==> src/tcp_segment_reassembly_tracker_macros.svh <==
// Assertion macros for the tracker's top-level RTL file.
// Needs a clock named aclk and an active-low reset named aresetn in scope.
`ifndef TCP_SEGMENT_REASSEMBLY_TRACKER_MACROS_SVH
`define TCP_SEGMENT_REASSEMBLY_TRACKER_MACROS_SVH

`define TSRT_ASSERT_IMP(lbl, ante, cons) \
    lbl: assert property (@(posedge aclk) disable iff (!aresetn) (ante) |-> (cons)) \
        else $error("tracker assertion failed");

`define TSRT_ASSERT_NEXT(lbl, ante, cons) \
    lbl: assert property (@(posedge aclk) disable iff (!aresetn) (ante) |=> (cons)) \
        else $error("tracker assertion failed");

`endif

==> src/tsrt_pkg.sv <==
// Package of the TCP reassembly tracker: sizes, result codes, register indexes
// and the command and status types between controller and datapath. No dependencies.
package tsrt_pkg;

    localparam int MaxFrags = 16;
    localparam int IdxW     = $clog2(MaxFrags);
    localparam int CntW     = $clog2(MaxFrags + 1);
    localparam int SeqW     = 32;
    localparam int LenW     = 21;
    localparam int InW      = 56;
    localparam int OutW     = 80;

    localparam logic [SeqW-1:0] SeqTop   = 32'h8000_0000;
    localparam logic [LenW-1:0] BufReset = 21'd8192;

    localparam logic CfgBufSize = 1'b0;
    localparam logic CfgInitSeq = 1'b1;

    typedef enum logic [1:0] {
        ST_OK    = 2'd0,
        ST_OLD   = 2'd1,
        ST_NOFIT = 2'd2,
        ST_FULL  = 2'd3
    } res_code_t;

    typedef enum logic [3:0] {
        CMD_NONE,
        CMD_LOAD,
        CMD_CHECK,
        CMD_SCAN,
        CMD_MERGE,
        CMD_SHIFT_DN,
        CMD_DN_END,
        CMD_UP_INIT,
        CMD_SHIFT_UP,
        CMD_PLACE,
        CMD_HEAD,
        CMD_RM_TRIM,
        CMD_RM_SHIFT,
        CMD_RM_END,
        CMD_RESULT
    } dp_op_t;

    typedef struct packed {
        dp_op_t    op;
        res_code_t code;
    } dp_cmd_t;

    typedef struct packed {
        logic            is_rm;
        logic            zero_len;
        logic            old;
        logic            nofit;
        logic            scan_done;
        logic            found;
        logic            full;
        logic            dn_done;
        logic            up_done;
        logic            req_zero;
        logic            rm_whole;
        logic            rmsh_done;
        logic            out_free;
        logic            rdbl_nz;
        logic [CntW-1:0] cnt;
    } dp_stat_t;

endpackage

==> src/tsrt_ctrl.sv <==
// Controller of the reassembly tracker: sequences checks, table scans and shifts.
// Depends on tsrt_pkg; drives the datapath with one command per cycle.
module tsrt_ctrl (
    input  logic              aclk,
    input  logic              aresetn,
    input  logic              in_valid,
    output logic              in_ready,
    input  tsrt_pkg::dp_stat_t st,
    output tsrt_pkg::dp_cmd_t  cmd
);

    typedef enum logic [8:0] {
        S_IDLE    = 9'b000000001,
        S_CHECK   = 9'b000000010,
        S_SCAN    = 9'b000000100,
        S_SHDN    = 9'b000001000,
        S_SHUP    = 9'b000010000,
        S_HEAD    = 9'b000100000,
        S_RMTRIM  = 9'b001000000,
        S_RMSHIFT = 9'b010000000,
        S_DONE    = 9'b100000000
    } state_t;

    state_t               state_reg, state_next;
    tsrt_pkg::res_code_t  code_reg, code_next;
    tsrt_pkg::dp_op_t     op_sel;

    always_ff @(posedge aclk) begin
        if (!aresetn) begin
            state_reg <= S_IDLE;
            code_reg  <= tsrt_pkg::ST_OK;
        end else begin
            state_reg <= state_next;
            code_reg  <= code_next;
        end
    end

    always_comb begin
        state_next = state_reg;
        code_next  = code_reg;
        op_sel     = tsrt_pkg::CMD_NONE;
        unique case (state_reg)
            S_IDLE: begin
                if (in_valid) begin
                    op_sel     = tsrt_pkg::CMD_LOAD;
                    state_next = S_CHECK;
                end
            end
            S_CHECK: begin
                op_sel    = tsrt_pkg::CMD_CHECK;
                code_next = tsrt_pkg::ST_OK;
                priority if (st.is_rm) begin
                    state_next = st.req_zero ? S_DONE : S_RMTRIM;
                end else if (st.zero_len) begin
                    state_next = S_DONE;
                end else if (st.old) begin
                    code_next  = tsrt_pkg::ST_OLD;
                    state_next = S_DONE;
                end else if (st.nofit) begin
                    code_next  = tsrt_pkg::ST_NOFIT;
                    state_next = S_DONE;
                end else begin
                    state_next = S_SCAN;
                end
            end
            S_SCAN: begin
                priority if (!st.scan_done) begin
                    op_sel = tsrt_pkg::CMD_SCAN;
                end else if (st.found) begin
                    op_sel     = tsrt_pkg::CMD_MERGE;
                    state_next = S_SHDN;
                end else if (st.full) begin
                    code_next  = tsrt_pkg::ST_FULL;
                    state_next = S_DONE;
                end else begin
                    op_sel     = tsrt_pkg::CMD_UP_INIT;
                    state_next = S_SHUP;
                end
            end
            S_SHDN: begin
                if (!st.dn_done) begin
                    op_sel = tsrt_pkg::CMD_SHIFT_DN;
                end else begin
                    op_sel     = tsrt_pkg::CMD_DN_END;
                    state_next = S_HEAD;
                end
            end
            S_SHUP: begin
                if (!st.up_done) begin
                    op_sel = tsrt_pkg::CMD_SHIFT_UP;
                end else begin
                    op_sel     = tsrt_pkg::CMD_PLACE;
                    state_next = S_HEAD;
                end
            end
            S_HEAD: begin
                op_sel     = tsrt_pkg::CMD_HEAD;
                state_next = S_DONE;
            end
            S_RMTRIM: begin
                op_sel     = tsrt_pkg::CMD_RM_TRIM;
                state_next = st.rm_whole ? S_RMSHIFT : S_DONE;
            end
            S_RMSHIFT: begin
                if (!st.rmsh_done) begin
                    op_sel = tsrt_pkg::CMD_RM_SHIFT;
                end else begin
                    op_sel     = tsrt_pkg::CMD_RM_END;
                    state_next = S_DONE;
                end
            end
            S_DONE: begin
                if (st.out_free) begin
                    op_sel     = tsrt_pkg::CMD_RESULT;
                    state_next = S_IDLE;
                end
            end
            default: begin
                state_next = S_IDLE;
            end
        endcase
    end

    assign in_ready = (state_reg == S_IDLE);
    assign cmd.op   = op_sel;
    assign cmd.code = code_reg;

endmodule

==> src/tsrt_dpath.sv <==
// Datapath of the reassembly tracker: fragment table, head, counters and result register.
// Depends on tsrt_pkg; executes the commands of tsrt_ctrl.
module tsrt_dpath (
    input  logic                          aclk,
    input  logic                          aresetn,
    input  tsrt_pkg::dp_cmd_t             cmd,
    output tsrt_pkg::dp_stat_t            st,
    input  logic                          in_op,
    input  logic [tsrt_pkg::SeqW-1:0]     in_seq,
    input  logic [tsrt_pkg::LenW-1:0]     in_len,
    input  logic                          cfg_we,
    input  logic                          cfg_idx,
    input  logic [tsrt_pkg::SeqW-1:0]     cfg_val,
    output logic                          out_valid,
    input  logic                          out_ready,
    output logic [1:0]                    out_status,
    output logic [tsrt_pkg::LenW-1:0]     out_count,
    output logic [tsrt_pkg::LenW-1:0]     out_readable,
    output logic [tsrt_pkg::SeqW-1:0]     out_total
);

    localparam int IW = tsrt_pkg::IdxW;
    localparam int CW = tsrt_pkg::CntW;
    localparam int SW = tsrt_pkg::SeqW;
    localparam int LW = tsrt_pkg::LenW;

    logic [SW-1:0] start_reg [tsrt_pkg::MaxFrags];
    logic [LW-1:0] flen_reg  [tsrt_pkg::MaxFrags];

    logic [SW-1:0] head_reg, deliv_reg, seq_reg, d_reg, fo_reg, le_reg;
    logic [LW-1:0] buf_reg, len_reg, rdbl_reg, req_reg;
    logic [LW:0]   e_reg;
    logic          op_reg, gt_reg, found_reg, posf_reg;
    logic [CW-1:0] cnt_reg, idx_reg, pos_reg;
    logic [IW-1:0] first_reg, last_reg;

    logic          ov_reg;
    logic [1:0]    os_reg;
    logic [LW-1:0] oc_reg, or_reg;
    logic [SW-1:0] ot_reg;

    logic [IW-1:0] gap;
    logic [CW-1:0] rd_idx;
    logic [SW-1:0] rd_start;
    logic [LW-1:0] rd_len;
    logic [SW-1:0] o_off, oe_off, s32, e32, ns, ne;
    logic          touch;
    logic          we;
    logic [IW-1:0] wa;
    logic [SW-1:0] wd_start;
    logic [LW-1:0] wd_len;
    logic [LW-1:0] req_trim;

    assign gap      = last_reg - first_reg;
    assign s32      = {{(SW-LW){1'b0}}, d_reg[LW-1:0]};
    assign e32      = {{(SW-LW-1){1'b0}}, e_reg};
    assign rd_start = start_reg[rd_idx[IW-1:0]];
    assign rd_len   = flen_reg[rd_idx[IW-1:0]];
    assign o_off    = rd_start - head_reg;
    assign oe_off   = o_off + {{(SW-LW){1'b0}}, rd_len};
    assign touch    = (o_off <= e32) && (oe_off >= s32);
    assign ns       = (fo_reg < s32) ? fo_reg : s32;
    assign ne       = (le_reg > e32) ? le_reg : e32;
    assign req_trim = (req_reg > rd_len) ? rd_len : req_reg;

    always_comb begin
        unique case (cmd.op)
            tsrt_pkg::CMD_SHIFT_DN: rd_idx = idx_reg + CW'(gap);
            tsrt_pkg::CMD_SHIFT_UP: rd_idx = idx_reg - CW'(1);
            tsrt_pkg::CMD_RM_SHIFT: rd_idx = idx_reg + CW'(1);
            tsrt_pkg::CMD_HEAD,
            tsrt_pkg::CMD_RM_TRIM:  rd_idx = '0;
            default:                rd_idx = idx_reg;
        endcase
    end

    always_comb begin
        we       = 1'b0;
        wa       = idx_reg[IW-1:0];
        wd_start = rd_start;
        wd_len   = rd_len;
        unique case (cmd.op)
            tsrt_pkg::CMD_MERGE: begin
                we       = 1'b1;
                wa       = first_reg;
                wd_start = head_reg + ns;
                wd_len   = LW'(ne - ns);
            end
            tsrt_pkg::CMD_SHIFT_DN,
            tsrt_pkg::CMD_SHIFT_UP,
            tsrt_pkg::CMD_RM_SHIFT: begin
                we = 1'b1;
            end
            tsrt_pkg::CMD_PLACE: begin
                we       = 1'b1;
                wa       = pos_reg[IW-1:0];
                wd_start = seq_reg;
                wd_len   = len_reg;
            end
            tsrt_pkg::CMD_RM_TRIM: begin
                we       = (req_reg < rd_len);
                wa       = '0;
                wd_start = rd_start + {{(SW-LW){1'b0}}, req_trim};
                wd_len   = rd_len - req_trim;
            end
            default: begin
                we = 1'b0;
            end
        endcase
    end

    always_ff @(posedge aclk) begin
        if (we) begin
            start_reg[wa] <= wd_start;
            flen_reg[wa]  <= wd_len;
        end
    end

    always_ff @(posedge aclk) begin
        unique case (cmd.op)
            tsrt_pkg::CMD_LOAD: begin
                op_reg    <= in_op;
                seq_reg   <= in_seq;
                len_reg   <= in_len;
                d_reg     <= in_seq - head_reg;
                gt_reg    <= (in_seq > head_reg);
                idx_reg   <= '0;
                found_reg <= 1'b0;
                posf_reg  <= 1'b0;
                pos_reg   <= cnt_reg;
                req_reg   <= (in_len > rdbl_reg) ? rdbl_reg : in_len;
            end
            tsrt_pkg::CMD_CHECK: begin
                e_reg <= {1'b0, d_reg[LW-1:0]} + {1'b0, len_reg};
            end
            tsrt_pkg::CMD_SCAN: begin
                if (touch) begin
                    if (!found_reg) begin
                        first_reg <= idx_reg[IW-1:0];
                        fo_reg    <= o_off;
                    end
                    found_reg <= 1'b1;
                    last_reg  <= idx_reg[IW-1:0];
                    le_reg    <= oe_off;
                end
                if (!posf_reg && (o_off > s32)) begin
                    posf_reg <= 1'b1;
                    pos_reg  <= idx_reg;
                end
                idx_reg <= idx_reg + CW'(1);
            end
            tsrt_pkg::CMD_MERGE:    idx_reg <= CW'(first_reg) + CW'(1);
            tsrt_pkg::CMD_SHIFT_DN: idx_reg <= idx_reg + CW'(1);
            tsrt_pkg::CMD_UP_INIT:  idx_reg <= cnt_reg;
            tsrt_pkg::CMD_SHIFT_UP: idx_reg <= idx_reg - CW'(1);
            tsrt_pkg::CMD_RM_TRIM: begin
                req_reg <= req_trim;
                idx_reg <= '0;
            end
            tsrt_pkg::CMD_RM_SHIFT: idx_reg <= idx_reg + CW'(1);
            default: begin
                idx_reg <= idx_reg;
            end
        endcase
    end

    always_ff @(posedge aclk) begin
        if (!aresetn) begin
            head_reg  <= '0;
            buf_reg   <= tsrt_pkg::BufReset;
            cnt_reg   <= '0;
            rdbl_reg  <= '0;
            deliv_reg <= '0;
        end else begin
            unique case (cmd.op)
                tsrt_pkg::CMD_DN_END: cnt_reg <= cnt_reg - CW'(gap);
                tsrt_pkg::CMD_PLACE:  cnt_reg <= cnt_reg + CW'(1);
                tsrt_pkg::CMD_RM_END: cnt_reg <= cnt_reg - CW'(1);
                tsrt_pkg::CMD_HEAD: begin
                    if ((cnt_reg != '0) && (rd_start == head_reg)) begin
                        deliv_reg <= deliv_reg + {{(SW-LW){1'b0}}, rd_len - rdbl_reg};
                        rdbl_reg  <= rd_len;
                    end
                end
                tsrt_pkg::CMD_RM_TRIM: begin
                    head_reg <= head_reg + {{(SW-LW){1'b0}}, req_trim};
                    rdbl_reg <= rdbl_reg - req_trim;
                end
                default: begin
                    cnt_reg <= cnt_reg;
                end
            endcase
            if (cfg_we) begin
                if (cfg_idx == tsrt_pkg::CfgBufSize) begin
                    buf_reg <= cfg_val[LW-1:0];
                end else begin
                    head_reg  <= cfg_val;
                    cnt_reg   <= '0;
                    rdbl_reg  <= '0;
                    deliv_reg <= '0;
                end
            end
        end
    end

    always_ff @(posedge aclk) begin
        if (!aresetn) begin
            ov_reg <= 1'b0;
        end else if (cmd.op == tsrt_pkg::CMD_RESULT) begin
            ov_reg <= 1'b1;
        end else if (out_ready) begin
            ov_reg <= 1'b0;
        end
    end

    always_ff @(posedge aclk) begin
        if (cmd.op == tsrt_pkg::CMD_RESULT) begin
            os_reg <= cmd.code;
            if (op_reg) begin
                oc_reg <= req_reg;
            end else begin
                oc_reg <= (cmd.code == tsrt_pkg::ST_OK) ? len_reg : '0;
            end
            or_reg <= rdbl_reg;
            ot_reg <= deliv_reg;
        end
    end

    assign st.is_rm     = op_reg;
    assign st.zero_len  = (len_reg == '0);
    assign st.old       = (d_reg > tsrt_pkg::SeqTop) || ((d_reg == tsrt_pkg::SeqTop) && gt_reg);
    assign st.nofit     = (d_reg > {{(SW-LW){1'b0}}, buf_reg})
                          || (len_reg > (buf_reg - d_reg[LW-1:0]));
    assign st.scan_done = (idx_reg == cnt_reg);
    assign st.found     = found_reg;
    assign st.full      = (cnt_reg == CW'(tsrt_pkg::MaxFrags));
    assign st.dn_done   = ({1'b0, idx_reg} + {1'b0, CW'(gap)}) >= {1'b0, cnt_reg};
    assign st.up_done   = (idx_reg <= pos_reg);
    assign st.req_zero  = (req_reg == '0) || (cnt_reg == '0);
    assign st.rm_whole  = (req_reg >= rd_len);
    assign st.rmsh_done = ({1'b0, idx_reg} + {{CW{1'b0}}, 1'b1}) >= {1'b0, cnt_reg};
    assign st.out_free  = !ov_reg || out_ready;
    assign st.rdbl_nz   = (rdbl_reg != '0);
    assign st.cnt       = cnt_reg;

    assign out_valid    = ov_reg;
    assign out_status   = os_reg;
    assign out_count    = oc_reg;
    assign out_readable = or_reg;
    assign out_total    = ot_reg;

endmodule

==> src/tcp_segment_reassembly_tracker.sv <==
// An empty, old or out-of-window insert goes from the check straight to the result; a full
// table is found by a scan of the stored fragments; an accepted insert scans, then merges and
// shifts entries down or shifts entries up and places the fragment, then updates the head; a
// remove trims the first fragment and, if that fragment is used up, shifts the table down.
// One request is in work at a time: the next is taken once the tracker is idle after the result is registered.
// Reset (synchronous, aresetn low): empty table, head 0, window 8192, counters zero.
module tcp_segment_reassembly_tracker (
    input  logic                          aclk,
    input  logic                          aresetn,
    input  logic                          s_tvalid,
    output logic                          s_tready,
    input  logic [tsrt_pkg::InW-1:0]      s_tdata,   // seq[31:0], length[52:32], zero pad
    input  logic                          s_tuser,   // op
    output logic                          m_tvalid,
    input  logic                          m_tready,
    output logic [tsrt_pkg::OutW-1:0]     m_tdata,   // status, byte_count, readable,
                                                     // total_delivered, zero pad
    input  logic                          cfg_valid,
    output logic                          cfg_ready,
    input  logic                          cfg_index,
    input  logic [tsrt_pkg::SeqW-1:0]     cfg_data
);

    `include "tcp_segment_reassembly_tracker_macros.svh"

    tsrt_pkg::dp_cmd_t  cmd;
    tsrt_pkg::dp_stat_t st;

    logic [1:0]                  o_status;
    logic [tsrt_pkg::LenW-1:0]   o_count, o_readable;
    logic [tsrt_pkg::SeqW-1:0]   o_total;

    assign cfg_ready = 1'b1;

    tsrt_ctrl u_ctrl (
        .aclk     (aclk),
        .aresetn  (aresetn),
        .in_valid (s_tvalid),
        .in_ready (s_tready),
        .st       (st),
        .cmd      (cmd)
    );

    tsrt_dpath u_dpath (
        .aclk         (aclk),
        .aresetn      (aresetn),
        .cmd          (cmd),
        .st           (st),
        .in_op        (s_tuser),
        .in_seq       (s_tdata[31:0]),
        .in_len       (s_tdata[52:32]),
        .cfg_we       (cfg_valid && cfg_ready),
        .cfg_idx      (cfg_index),
        .cfg_val      (cfg_data),
        .out_valid    (m_tvalid),
        .out_ready    (m_tready),
        .out_status   (o_status),
        .out_count    (o_count),
        .out_readable (o_readable),
        .out_total    (o_total)
    );

    assign m_tdata = {4'b0, o_total, o_readable, o_count, o_status};

    `TSRT_ASSERT_NEXT(a_one_item, s_tvalid && s_tready, !s_tready)
    `TSRT_ASSERT_IMP(a_cnt_range, 1'b1, st.cnt <= tsrt_pkg::CntW'(tsrt_pkg::MaxFrags))
    `TSRT_ASSERT_IMP(a_rdbl_needs_frag, st.cnt == '0, !st.rdbl_nz)

endmodule
==> config.mk <==
export PLATFORM = sky130hd
export DESIGN_NAME = tcp_segment_reassembly_tracker
export DESIGN_NICKNAME = d
export VERILOG_FILES = /design/src/tsrt_pkg.sv /design/src/tsrt_ctrl.sv /design/src/tsrt_dpath.sv /design/src/tcp_segment_reassembly_tracker.sv
export VERILOG_INCLUDE_DIRS = /design/src /design/src/src
export SDC_FILE = /design/constraint.sdc
export NUM_CORES = 2
export LEC_CHECK = 0
export ABC_AREA = 1
export BUFFER_PORTS_ARGS = -buffer_cell sky130_fd_sc_hd__buf_2
export CORE_AREA = 10 10 383 478
export CTS_BUF_LIST = sky130_fd_sc_hd__clkbuf_8 sky130_fd_sc_hd__clkbuf_16
export CTS_CLUSTER_SIZE = 20
export DETAILED_ROUTE_END_ITERATION = 10
export DIE_AREA = 0 0 393 488
export MAX_ROUTING_LAYER = met4
export SETUP_SLACK_MARGIN = 0.05
export SYNTH_ARGS = -nofsm -noshare
export SYNTH_HDL_FRONTEND = slang
export SYNTH_HIERARCHICAL = 1
export SYNTH_SLANG_ARGS = --single-unit
==> constraint.sdc <==
create_clock -name aclk -period 32.2 [get_ports aclk]
set_input_delay 3.22 -clock aclk [delete_from_list [all_inputs] [get_ports aclk]]
set_output_delay 3.22 -clock aclk [all_outputs]
set_load 0.01 [all_outputs]
==> impl_metrics.prom <==
# TYPE chip_impl_metric gauge
chip_impl_info{name="status",value="complete, but fails checks"} 1
chip_impl_info{name="failing_checks",value="max-capacitance violations"} 1
chip_impl_metric{name="period_needed",unit="ns"} 15.20
chip_impl_metric{name="skew",unit="ns"} 0.0422
chip_impl_metric{name="detailed_place_hpwl",unit="mm"} 172
chip_impl_metric{name="timing.max_cap.violations",unit=""} 1
chip_impl_metric{name="detail-route-antenna-nets",unit=""} 0
chip_impl_metric{name="drt-wirelength-per-cell",unit="um"} 24.6
chip_impl_metric{name="drc",unit=""} 0
chip_impl_info{name="critical_path.slowest_cell",value="nand2_8"} 1
chip_impl_metric{name="clk_latency",unit="ns"} 0.81
chip_impl_metric{name="rr_worst_depth",unit=""} 64
chip_impl_metric{name="holdBufCountCts",unit=""} 0
chip_impl_metric{name="area_growth",unit="%"} 11.1
chip_impl_metric{name="fmax",unit="MHz"} 65.8
chip_impl_metric{name="drt-pass1-iter-count",unit=""} 6
chip_impl_info{name="unrepaired_setup_endpoints_after_global_routing",value="false"} 1
chip_impl_metric{name="detailroute.wirelength.met2",unit="mm"} 109
chip_impl_metric{name="groute.usage.overall",unit="%"} 25.0
chip_impl_metric{name="core_area",unit="um^2"} 173000
chip_impl_info{name="cp-endpoint",value="u_dpath/le_reg[13]$_DFFE_PP_"} 1
chip_impl_metric{name="clk_path_buf_depth",unit=""} 3
chip_impl_metric{name="critical_path.max_fanout",unit=""} 183
chip_impl_metric{name="gp_congestion",unit=""} 0.975
chip_impl_metric{name="floorplan.die_area",unit="um^2"} 192000
chip_impl_info{name="critPathCaptureType",value="flip-flop"} 1
chip_impl_metric{name="multi_input_gate_area",unit="um^2"} 30500
chip_impl_metric{name="htreeDepth",unit=""} 4
chip_impl_metric{name="fin_worst_hold_slack",unit="ns"} 0.437
chip_impl_info{name="cts.root.buffer_cell",value="clkbuf_16"} 1
chip_impl_metric{name="global_route.overflow_total",unit=""} 0
chip_impl_metric{name="maxSlewViolCount",unit=""} 0
chip_impl_metric{name="post-place-cells",unit=""} 9561
chip_impl_info{name="worst_r2r_startpoint",value="u_dpath/first_reg[0]$_DFFE_PP_"} 1
chip_impl_metric{name="cts_sinks",unit=""} 1261
chip_impl_metric{name="wl_met3",unit="mm"} 18.0
chip_impl_metric{name="num-nets-final",unit=""} 8076
chip_impl_metric{name="via_total_after_detailed_routing",unit=""} 56100
chip_impl_metric{name="final_report_setup_violation_count",unit=""} 0
chip_impl_info{name="cts_tree",value="built"} 1
chip_impl_metric{name="critical_path_stages",unit=""} 64
chip_impl_metric{name="finish.cell_count_without_fillers",unit=""} 9805
chip_impl_metric{name="hold_viol_final",unit=""} 0
chip_impl_metric{name="critPathRequiredTime",unit="ns"} 32.61
chip_impl_metric{name="syn-instance-count",unit=""} 7295
chip_impl_metric{name="critPathMaxStageDelay",unit="ns"} 0.79
chip_impl_metric{name="fin_setup_tns",unit="ns"} 0
chip_impl_metric{name="final_critical_path_setup_slack",unit="ns"} 17.00
chip_impl_info{name="worst_path_most_repeated_cell",value="nand2_1"} 1
chip_impl_metric{name="grt_start_max_net_pins",unit=""} 184
chip_impl_metric{name="slew_headroom",unit="%"} 1.56
chip_impl_metric{name="postCtsResizedCells",unit=""} 0
chip_impl_metric{name="first_pass_grt_wire_length",unit="mm"} 347
chip_impl_info{name="rr_endpoint",value="u_dpath/le_reg[13]$_DFFE_PP_"} 1
chip_impl_metric{name="sequential_cell_area",unit="um^2"} 36600
chip_impl_metric{name="ios",unit=""} 178
chip_impl_metric{name="drt_iter0_drc",unit=""} 5223
chip_impl_metric{name="synth-warning-count",unit=""} 6
chip_impl_metric{name="floorplan.initialDensity",unit="%"} 40.8
chip_impl_metric{name="place_worst_setup_slack",unit="ns"} 16.48
chip_impl_metric{name="filler_cell_count",unit=""} 16500
chip_impl_metric{name="finalWirelength",unit="mm"} 241
chip_impl_metric{name="io_buffer_count",unit=""} 169
chip_impl_metric{name="antenna_found_initial",unit=""} 17
chip_impl_metric{name="floorplan.die.height",unit="um"} 488
chip_impl_metric{name="route.layer.met1.wl",unit="mm"} 104
chip_impl_info{name="hold_path_class",value="flip-flop to flip-flop"} 1
chip_impl_info{name="top_layer",value="met4"} 1
chip_impl_metric{name="dieWidth",unit="um"} 393
chip_impl_metric{name="crit_buf_inv",unit=""} 11
chip_impl_metric{name="largest_register_ffs",unit=""} 512
chip_impl_metric{name="vias_per_cell",unit=""} 5.72
chip_impl_metric{name="final_layout_size_suffix_gt1_share",unit="%"} 8.01
chip_impl_metric{name="row_count",unit=""} 171
chip_impl_metric{name="final_min_period_over_clock_period",unit="%"} 47.2
chip_impl_info{name="timing.setup.critical_path_class",value="flip-flop to flip-flop"} 1
chip_impl_metric{name="r2r_slack",unit="ns"} 17.00
chip_impl_metric{name="tightest_slew",unit="ns"} 1.46
chip_impl_metric{name="setup_fix_buffers_added_after_clock_tree_synthesis",unit=""} 0
chip_impl_metric{name="via_count_of_the_first_global_routing_pass",unit=""} 52600
chip_impl_metric{name="clk_transition_reported_paths",unit="ns"} 0.06
chip_impl_info{name="setup.worst_path.start",value="u_dpath/first_reg[0]$_DFFE_PP_"} 1
chip_impl_info{name="cp-start-kind",value="flip-flop"} 1
chip_impl_metric{name="cts-buffers-inserted",unit=""} 133
chip_impl_metric{name="mappedNetlistArea",unit="um^2"} 70700
chip_impl_info{name="critical_path.top_delay_family",value="simple AND/OR/NAND/NOR gates"} 1
chip_impl_metric{name="critical_path_arrival",unit="ns"} 15.61
chip_impl_metric{name="synth_area_per_cell",unit="um^2"} 9.69
[how the worst min path moves through the flow]
stage,start,endpoint,slack (ns),cells past startpoint
6_report,u_dpath/deliv_reg[31]$_SDFF_PN0_,u_dpath/out_total[31]$_DFFE_PP_,0.44,0
5_1_grt,u_dpath/deliv_reg[31]$_SDFF_PN0_,u_dpath/out_total[31]$_DFFE_PP_,0.45,0
2_1_floorplan,u_dpath/deliv_reg[31]$_SDFF_PN0_,u_dpath/out_total[31]$_DFFE_PP_,0.41,0
3_3_place_gp,u_dpath/deliv_reg[31]$_SDFF_PN0_,u_dpath/out_total[31]$_DFFE_PP_,0.42,0
4_1_cts,u_dpath/deliv_reg[31]$_SDFF_PN0_,u_dpath/out_total[31]$_DFFE_PP_,0.44,0
3_5_place_dp,u_dpath/deliv_reg[31]$_SDFF_PN0_,u_dpath/out_total[31]$_DFFE_PP_,0.42,0
[metrics by stage]
step / instance area (um^2) / utilization (%)
floorplan: 70700 / -
global placement: 74300 / 42.9
detailed placement: 74300 / 42.9
CTS: 78500 / 45.3
global route: 78500 / 45.3
finish: 78500 / 45.3
[per-layer routing]
layer,vias up,global-route usage (%)
met2,2117,38.5
met4,0,9.75
met3,433,3.63
met5,-,-
met1,27200,33.2
li1,26300,-
[final cells by class]
cell class | count | share of cell area [%]
antenna | 4 | 0.0127
tap | 2249 | 3.58
sequential | 1261 | 46.6
timing repair buffer | 275 | 2.15
clock buffer | 138 | 4.35
multi-input combinational | 5074 | 38.8
inverter | 702 | 3.37
clock inverter | 102 | 1.07
[worst register-to-register path, delay by kind of cell, from the launching register on]
kind	cells	cell delay, ns
buffers and inverters	11	2.79
adder cells (fa/ha/maj)	8	2.39
AO/OA/AOI/OAI	15	3.04
flip-flops	1	0.44
XOR/XNOR	4	1.55
AND/OR/NAND/NOR	26	4.59
[cells in the final DEF, fill, tap and decap left out, types with 102 or more instances in the layout]
cell type / instances
o221ai_1: 102
nor3_1: 102
ha_1: 518
edfxtp_1: 1138
buf_4: 102
nand2_1: 1146
clkbuf_16: 135
xor2_1: 147
inv_1: 720
o21ai_0: 608
nor2_1: 569
dfxtp_1: 123
a21oi_1: 648
buf_2: 169
nand3_1: 428
Power is not shown: default switching activity piles up to over one toggle a cycle in this logic, so the estimate is an artifact.
